[src/hdl/assert_macros.svh]
// ----------------------------------------------------------------------------
// assert_macros.svh
// Assertion macros used by the decoder RTL.
// ----------------------------------------------------------------------------
`ifndef ASSERT_MACROS_SVH
`define ASSERT_MACROS_SVH

// Condition must hold at every clock edge outside reset.
`define ASSERT_ALWAYS(label, clk, rst, cond) \
  label: assert property (@(posedge clk) disable iff (rst) (cond)) \
    else $error("assertion failed");

// Consequent must hold in the same cycle as the antecedent.
`define ASSERT_IMPLY(label, clk, rst, ante, cons) \
  label: assert property (@(posedge clk) disable iff (rst) (ante) |-> (cons)) \
    else $error("implication failed");

`endif

[src/hdl/tga_pkg.sv]
// ----------------------------------------------------------------------------
// tga_pkg
// Types, codes and constants of the truecolor TGA decoder.
// ----------------------------------------------------------------------------
`default_nettype none

package tga_pkg;

  // Decode phases
  localparam logic [2:0] PH_HEADER = 3'd0;
  localparam logic [2:0] PH_PLAIN  = 3'd1;
  localparam logic [2:0] PH_PACKET = 3'd2;
  localparam logic [2:0] PH_RAW    = 3'd3;
  localparam logic [2:0] PH_RUN    = 3'd4;
  localparam logic [2:0] PH_DONE   = 3'd5;
  localparam logic [2:0] PH_STOP   = 3'd6;

  // Status codes
  localparam logic [1:0] STATUS_OK        = 2'd0;
  localparam logic [1:0] STATUS_BAD_SIG   = 2'd1;
  localparam logic [1:0] STATUS_BAD_ATTR  = 2'd2;
  localparam logic [1:0] STATUS_TRUNCATED = 2'd3;

  // Header byte positions
  localparam logic [4:0] HDR_SIG_LEN  = 5'd12;
  localparam logic [4:0] HDR_TYPE_IDX = 5'd2;
  localparam logic [4:0] HDR_WIDTH_LO = 5'd12;
  localparam logic [4:0] HDR_WIDTH_HI = 5'd13;
  localparam logic [4:0] HDR_HEIGHT_LO = 5'd14;
  localparam logic [4:0] HDR_HEIGHT_HI = 5'd15;
  localparam logic [4:0] HDR_BPP_IDX  = 5'd16;
  localparam logic [4:0] HDR_LEN      = 5'd18;

  localparam logic [7:0] TYPE_RAW  = 8'd2;
  localparam logic [7:0] TYPE_RLE  = 8'd10;
  localparam logic [7:0] BPP_24    = 8'd24;
  localparam logic [7:0] BPP_32    = 8'd32;
  localparam logic [7:0] RAW_LIMIT = 8'd128;
  localparam logic [7:0] RUN_BIAS  = 8'd127;

  typedef struct packed {
    logic [7:0] data_byte;
    logic       first_byte;
    logic       final_byte;
  } in_item_t;

  typedef struct packed {
    logic [31:0] pixel_value;
    logic [7:0]  repeat_count;
    logic        pixel_present;
    logic        image_done;
    logic [1:0]  decode_status;
    logic [15:0] image_width;
    logic [15:0] image_height;
    logic [2:0]  pixel_bytes;
    logic        header_accepted;
  } out_item_t;

  typedef struct packed {
    logic [2:0]  phase;
    logic [4:0]  header_index;
    logic        is_compressed;
    logic        signature_ok;
    logic [15:0] width;
    logic [15:0] height;
    logic [2:0]  bytes_per_pixel;
    logic [31:0] pixels_left;
    logic [7:0]  raw_left;
    logic [7:0]  run_length;
    logic [1:0]  byte_in_pixel;
    logic [31:0] pixel_assembly;
  } state_t;

  localparam state_t STATE_RESET = '{
    phase:           PH_HEADER,
    header_index:    5'd0,
    is_compressed:   1'b0,
    signature_ok:    1'b1,
    width:           16'd0,
    height:          16'd0,
    bytes_per_pixel: 3'd0,
    pixels_left:     32'd0,
    raw_left:        8'd0,
    run_length:      8'd0,
    byte_in_pixel:   2'd0,
    pixel_assembly:  32'd0
  };

endpackage

`default_nettype wire

[src/hdl/tga_stream_if.sv]
// ----------------------------------------------------------------------------
// tga_stream_if
// Valid/ready channel carrying one payload per transaction.
// ----------------------------------------------------------------------------
`default_nettype none

interface tga_stream_if #(
  parameter type payload_t = logic
) ();
  logic     valid;
  logic     ready;
  payload_t payload;

  modport source (output valid, output payload, input ready);
  modport sink (input valid, input payload, output ready);
endinterface

`default_nettype wire

[src/hdl/tga_rle_image_decoder.sv]
// ----------------------------------------------------------------------------
// tga_rle_image_decoder
// Truecolor TGA (type 2 / type 10) byte-stream decoder, one byte per cycle.
// An accepted byte is held in the input register, its result in the result
// register. Throughput: one byte per cycle; the input register and the result
// register each advance whenever the result register is empty or being taken.
// Reset (rst, synchronous) empties both registers and returns the decoder to
// header byte 0; a byte with first_byte set does the same for its own file.
// ----------------------------------------------------------------------------
`default_nettype none

`include "assert_macros.svh"

module tga_rle_image_decoder (
  input  wire             clk,
  input  wire             rst,
  tga_stream_if.sink      stream,
  tga_stream_if.source    result
);

  logic               s1_valid;
  tga_pkg::in_item_t  s1_item;
  tga_pkg::state_t    state;
  tga_pkg::state_t    state_next;
  logic               step_emit;
  tga_pkg::out_item_t step_res;
  logic               out_valid;
  tga_pkg::out_item_t out_item;
  logic               out_free;
  logic               advance;

  assign out_free = !out_valid || result.ready;
  assign advance = s1_valid && out_free;
  assign stream.ready = !s1_valid || advance;
  assign result.valid = out_valid;
  assign result.payload = out_item;

  tga_step u_step (
    .state      (state),
    .item       (s1_item),
    .state_next (state_next),
    .emit       (step_emit),
    .res        (step_res)
  );

  always_ff @(posedge clk) begin
    if (rst) begin
      s1_valid <= 1'b0;
      out_valid <= 1'b0;
      state <= tga_pkg::STATE_RESET;
    end else begin
      if (stream.ready) begin
        s1_valid <= stream.valid;
      end
      if (advance) begin
        state <= state_next;
      end
      if (out_free) begin
        out_valid <= advance && step_emit;
      end
    end
  end

  always_ff @(posedge clk) begin
    if (stream.valid && stream.ready) begin
      s1_item <= stream.payload;
    end
    if (advance && step_emit) begin
      out_item <= step_res;
    end
  end

  `ASSERT_ALWAYS(a_hidx_range, clk, rst, state.header_index <= tga_pkg::HDR_LEN)
  `ASSERT_IMPLY(a_done_empty, clk, rst, state.phase == tga_pkg::PH_DONE,
                state.pixels_left == 32'd0)
  `ASSERT_IMPLY(a_bpp_in_data, clk, rst,
                state.phase == tga_pkg::PH_PLAIN || state.phase == tga_pkg::PH_RAW ||
                state.phase == tga_pkg::PH_RUN,
                state.bytes_per_pixel == 3'd3 || state.bytes_per_pixel == 3'd4)
  `ASSERT_IMPLY(a_pixel_rep, clk, rst, out_valid && out_item.pixel_present,
                out_item.repeat_count != 8'd0)
  `ASSERT_IMPLY(a_done_has_pixel, clk, rst, out_valid && out_item.image_done,
                out_item.pixel_present)

endmodule

`default_nettype wire

[src/hdl/tga_step.sv]
// ----------------------------------------------------------------------------
// tga_step
// Next-state and result logic for one file byte of the TGA decoder.
// ----------------------------------------------------------------------------
`default_nettype none

module tga_step (
  input  tga_pkg::state_t    state,
  input  tga_pkg::in_item_t  item,
  output tga_pkg::state_t    state_next,
  output logic               emit,
  output tga_pkg::out_item_t res
);

  tga_pkg::state_t cur;
  logic [31:0] pix_word;
  logic        pix_done;
  logic [31:0] area;
  logic [7:0]  rep;
  logic [31:0] left_after;
  logic [4:0]  hidx_inc;

  always_comb begin
    cur = item.first_byte ? tga_pkg::STATE_RESET : state;
    pix_word = cur.pixel_assembly | (32'(item.data_byte) << {cur.byte_in_pixel, 3'b000});
    pix_done = ({1'b0, cur.byte_in_pixel} + 3'd1) >= cur.bytes_per_pixel;
    area = 32'(cur.width) * 32'(cur.height);
    // run repeat clipped to what remains of the image
    if (cur.phase == tga_pkg::PH_RUN) begin
      rep = (32'(cur.run_length) < cur.pixels_left) ? cur.run_length
                                                     : cur.pixels_left[7:0];
    end else begin
      rep = 8'd1;
    end
    left_after = cur.pixels_left - 32'(rep);
    hidx_inc = cur.header_index + 5'd1;
  end

  always_comb begin
    state_next = cur;
    emit = 1'b0;
    res = '0;
    res.decode_status = tga_pkg::STATUS_OK;

    unique case (cur.phase)
      tga_pkg::PH_HEADER: begin
        if (cur.header_index < tga_pkg::HDR_SIG_LEN) begin
          if (cur.header_index == tga_pkg::HDR_TYPE_IDX) begin
            if (item.data_byte == tga_pkg::TYPE_RAW) begin
              state_next.is_compressed = 1'b0;
            end else if (item.data_byte == tga_pkg::TYPE_RLE) begin
              state_next.is_compressed = 1'b1;
            end else begin
              state_next.signature_ok = 1'b0;
            end
          end else if (item.data_byte != 8'd0) begin
            state_next.signature_ok = 1'b0;
          end
        end else if (cur.header_index == tga_pkg::HDR_WIDTH_LO) begin
          state_next.width[7:0] = item.data_byte;
        end else if (cur.header_index == tga_pkg::HDR_WIDTH_HI) begin
          state_next.width[15:8] = item.data_byte;
        end else if (cur.header_index == tga_pkg::HDR_HEIGHT_LO) begin
          state_next.height[7:0] = item.data_byte;
        end else if (cur.header_index == tga_pkg::HDR_HEIGHT_HI) begin
          state_next.height[15:8] = item.data_byte;
        end else if (cur.header_index == tga_pkg::HDR_BPP_IDX) begin
          if (item.data_byte == tga_pkg::BPP_24) begin
            state_next.bytes_per_pixel = 3'd3;
          end else if (item.data_byte == tga_pkg::BPP_32) begin
            state_next.bytes_per_pixel = 3'd4;
          end else begin
            state_next.bytes_per_pixel = 3'd0;
          end
        end
        state_next.header_index = hidx_inc;
        if (hidx_inc == tga_pkg::HDR_LEN) begin
          // last header byte never touches width/height/bpp, so cur is final
          emit = 1'b1;
          if (cur.width == 16'd0 || cur.height == 16'd0 || cur.bytes_per_pixel == 3'd0) begin
            res.decode_status = tga_pkg::STATUS_BAD_ATTR;
            state_next.bytes_per_pixel = 3'd0;
            state_next.phase = tga_pkg::PH_STOP;
          end else if (!cur.signature_ok) begin
            res.decode_status = tga_pkg::STATUS_BAD_SIG;
            state_next.bytes_per_pixel = 3'd0;
            state_next.phase = tga_pkg::PH_STOP;
          end else begin
            res.header_accepted = 1'b1;
            state_next.pixels_left = area;
            state_next.phase = cur.is_compressed ? tga_pkg::PH_PACKET : tga_pkg::PH_PLAIN;
          end
        end
      end
      tga_pkg::PH_PACKET: begin
        if (item.data_byte < tga_pkg::RAW_LIMIT) begin
          state_next.raw_left = item.data_byte + 8'd1;
          state_next.phase = tga_pkg::PH_RAW;
        end else begin
          state_next.run_length = item.data_byte - tga_pkg::RUN_BIAS;
          state_next.phase = tga_pkg::PH_RUN;
        end
      end
      tga_pkg::PH_PLAIN, tga_pkg::PH_RAW, tga_pkg::PH_RUN: begin
        state_next.pixel_assembly = pix_word;
        if (pix_done) begin
          state_next.byte_in_pixel = 2'd0;
          state_next.pixel_assembly = 32'd0;
          state_next.pixels_left = left_after;
          emit = 1'b1;
          res.pixel_present = 1'b1;
          res.pixel_value = pix_word;
          res.repeat_count = rep;
          if (left_after == 32'd0) begin
            res.image_done = 1'b1;
            state_next.phase = tga_pkg::PH_DONE;
          end else if (cur.phase == tga_pkg::PH_RAW) begin
            state_next.raw_left = cur.raw_left - 8'd1;
            if (cur.raw_left == 8'd1) begin
              state_next.phase = tga_pkg::PH_PACKET;
            end
          end else if (cur.phase == tga_pkg::PH_RUN) begin
            state_next.phase = tga_pkg::PH_PACKET;
          end
        end else begin
          state_next.byte_in_pixel = cur.byte_in_pixel + 2'd1;
        end
      end
      default: begin
      end
    endcase

    // end of supplied data before the image completed
    if (item.final_byte && state_next.phase <= tga_pkg::PH_RUN) begin
      emit = 1'b1;
      res.decode_status = tga_pkg::STATUS_TRUNCATED;
      state_next.phase = tga_pkg::PH_STOP;
    end

    res.image_width = state_next.width;
    res.image_height = state_next.height;
    res.pixel_bytes = (state_next.header_index == tga_pkg::HDR_LEN) ?
                      state_next.bytes_per_pixel : 3'd0;
  end

endmodule

`default_nettype wire

[src/flat_wrapper.sv]
// flat-port wrapper written by rule: the top's interface ports become plain ports
module tga_rle_image_decoder_flat 
  (clk, rst, stream_valid, stream_payload, stream_ready, result_valid, result_payload, result_ready);
  tga_stream_if #(.payload_t(tga_pkg::in_item_t)) stream_i ();
  tga_stream_if #(.payload_t(tga_pkg::out_item_t)) result_i ();
  input  wire clk;
  input  wire rst;
  input wire logic [$bits(stream_i.valid)-1:0] stream_valid;
  input wire logic [$bits(stream_i.payload)-1:0] stream_payload;
  output wire logic [$bits(stream_i.ready)-1:0] stream_ready;
  output wire logic [$bits(result_i.valid)-1:0] result_valid;
  output wire logic [$bits(result_i.payload)-1:0] result_payload;
  input wire logic [$bits(result_i.ready)-1:0] result_ready;
  assign stream_i.valid = stream_valid;
  assign stream_i.payload = stream_payload;
  assign stream_ready = stream_i.ready;
  assign result_valid = result_i.valid;
  assign result_payload = result_i.payload;
  assign result_i.ready = result_ready;
  tga_rle_image_decoder u_core (.clk(clk), .rst(rst), .stream(stream_i), .result(result_i));
endmodule
[config.mk]
export PLATFORM = sky130hd
export DESIGN_NAME = tga_rle_image_decoder_flat
export DESIGN_NICKNAME = d
export VERILOG_FILES = /design/src/hdl/tga_pkg.sv /design/src/hdl/tga_stream_if.sv /design/src/hdl/tga_rle_image_decoder.sv /design/src/hdl/tga_step.sv /design/src/flat_wrapper.sv
export VERILOG_INCLUDE_DIRS = /design/src /design/src/hdl
export SDC_FILE = /design/constraint.sdc
export NUM_CORES = 1
export LEC_CHECK = 0
export BUFFER_PORTS_ARGS = -buffer_cell sky130_fd_sc_hd__buf_2
export CORE_MARGIN = 4
export CORE_UTILIZATION = 60
export CTS_CLUSTER_DIAMETER = 30
export DETAILED_ROUTE_END_ITERATION = 8
export HOLD_SLACK_MARGIN = 0.02
export PLACE_DENSITY = 0.86
export SYNTH_ARGS = -nofsm -noshare
export SYNTH_HDL_FRONTEND = slang
export SYNTH_SLANG_ARGS = --single-unit
[constraint.sdc]
create_clock -name clk -period 17.4 [get_ports clk]
set_clock_uncertainty 0.1 [all_clocks]
set_input_delay 0.87 -clock clk [delete_from_list [all_inputs] [get_ports clk]]
set_output_delay 0.87 -clock clk [all_outputs]
set_load 0.02 [all_outputs]
==> metrics.txt <==
outcome=finished clean; Commonest cells post-synth=nand2_1, nor2_1, inv_1, fa_1, ha_1; Crit. path cell count=25; number of diodes=0; M1 WL=roughly 23000 um; Syn. warnings=0; final hold slack=0.363 ns; die area=between 0.03 and 0.04 sq mm; CTS tree=built; crit share post-route=0.472; WP buf/inv=6; First DRT Iteration DRCs=2458; Post-synth EDFFs=90; routed wl met3=7250 um; crit end category=register; fin cells=2966; Yosys cell types=95; H-tree depth=2; Resize count post-CTS=0; peak supply drop=0.0690 mV; met2 wire length=approximately 29000 um; measured slew at the worst slew-check pin=1.41 ns; via count=19100; Min-Delay Path Class=register to register; die width=between 150 and 200 um; Synth Register Bits=219; WHS Path Cells=2; IO Port Bufs=95; Placer Congestion=1.01; P_leak=9.74 nW; unrepaired setup endpoints after global routing=false; Slew HR=0.0590; core area=0.0345 sq mm; Pre-antenna DRT Iters=6; share of layout cells above drive strength 1=0.104; first-pass GRT wire length=roughly 100000 um; placed cell count=2896; crit start category=register; starting density of the core=0.607; fin worst setup slack=between 9 and 10 ns; largest net degree at the start of global routing=88; Clock transition at path regs=0.05 ns; worst skew pair latency=0.54 ns; Syn Nets=approximately 2800; fillers=2670; final setup fails=0; Area Overhead vs Synth=9.31%; share of flip-flops with an asynchronous set or reset=0; power per cell area=about 70 mW/mm^2; Slowest-stage cell, CP=nor2b_1; final core utilization=0.664; number of I/O pins=96; hold_buf cts=0; cells after synthesis=~2500; arrival time worst endpoint=8.56 ns; detailed placement HPWL=44000 um; post-layout instance area=0.0229 sq mm; Root Buffer=clkbuf_16; Chip Height=195 um; Post-CTS Setup Inserts=0; WL final=~62000 um; Pwr Total=approximately 1.6 mW; Congestion Overflow GR=0; post-synth top area share=0.187; Post-Place Worst Slack=9.18 ns; initial antenna violation count=0; Synth area leader=fa_1; vias in the first global route=19100; CP dominant cell by count=fa_1; Seq/Total Area, Yosys=0.253; Syn Area/Cell=between 8 and 9 sq um; Synth area leaders=fa_1, edfxtp_1, dfxtp_1; # DRC=0; Clock Path Buffers=3; CP Max Fanout=39; # nets final=roughly 2800; Crit path largest cell delay=1.11 ns; Setup TNS Final=0 ns; main flop type after synthesis=dfxtp_1; synthesized cell area=roughly 0.021 sq mm; num rows=68; Routed WL per cell=approximately 21 um; minimum clock period=8.21 ns; FF-to-FF path depth=25; max layer used=met4; CTS Buf Count=38; routed vias/inst=between 6 and 7; Post-DRT Antenna Nets=0; max cap viols=0; clock sinks=roughly 220; Area after DPL=0.0216 sq mm; Fmax=122 MHz; Req. time, crit path=17.75 ns; CP Class=register to register; max-slew violation count=0; most frequent cell after synthesis=nand2_1; delay-heaviest family, CP=adder cells; final hold vios=0; GRT Resource Usage Total=0.321
placed cells by master, fill, tap and decap left out, types with 14 or more instances in the layout:
cell       instances
nand2_1          299
nor2_1           285
inv_1            274
fa_1             195
ha_1             133
dfxtp_1          129
o21ai_0          100
buf_2             94
and2_1            91
edfxtp_1          90
nor3_1            81
a22oi_1           81
a21oi_1           79
nor2b_1           54
clkbuf_16         39
buf_4             33
nor4_1            26
nand3_1           25
xnor2_1           23
xor2_1            18
a31o_2            17
nand2b_1          17
o21a_1            16
a211oi_1          16
mux2_2            14
o22ai_1           14
sequential cells by signal, indices dropped and copies added, names as in the netlist:
name                   count
u_core.s1_item            10
u_core.state             127
u_core.s1_valid            1
u_core.result.valid        1
u_core.result.payload     80
logic make-up after synthesis:
kind of cell | share of synthesized area
compound gates | 0.153
flops | 0.253
fa+ha+maj | 0.266
simple gates | 0.217
xor+xnor | 0.0172
mux | 0.0140
buf+inv | 0.0798
routing by layer:
metal,vias to the layer above,global-route usage
met5,-,0
li1,8365,-
met4,0,0.140
met2,1343,0.521
met3,249,0.0716
met1,9169,0.416
worst min-delay path: stages (launching register included):
cell and delay, ns:
dfxtp_1 0.31, nand2_1 0.05, a21oi_1 0.05
final cells by class:
type,count,area [sq um],area share
Sequential cell,219,5290,0.231
Inverter,275,1030,0.0451
Clock buffer,46,1010,0.0442
Clock inverter,24,246,0.0108
Multi-Input combinational cell,1820,14000,0.613
Timing Repair Buffer,127,718,0.0314
Tap cell,455,569,0.0249
report_power, final:
part / leakage [nW] / switching (mW) / internal, mW
clock network: 0.606 / 0.270 / 0.451
logic: 7.24 / 0.197 / 0.100
registers: 1.89 / 0.0340 / 0.554
total: 9.74 / 0.502 / 1.11
worst paths after layout:
path / startpoint / end / slack [ns]
setup / recovery: u_core.s1_item[1] / u_core.state[80] / 9.19
hold / removal: u_core.state[41] / u_core.state[41] / 0.36
setup reg to reg: u_core.s1_item[1] / u_core.state[80] / 9.19
hold reg to reg: u_core.state[41] / u_core.state[41] / 0.36
No activity file was read; power rests on OpenSTA's default activity.
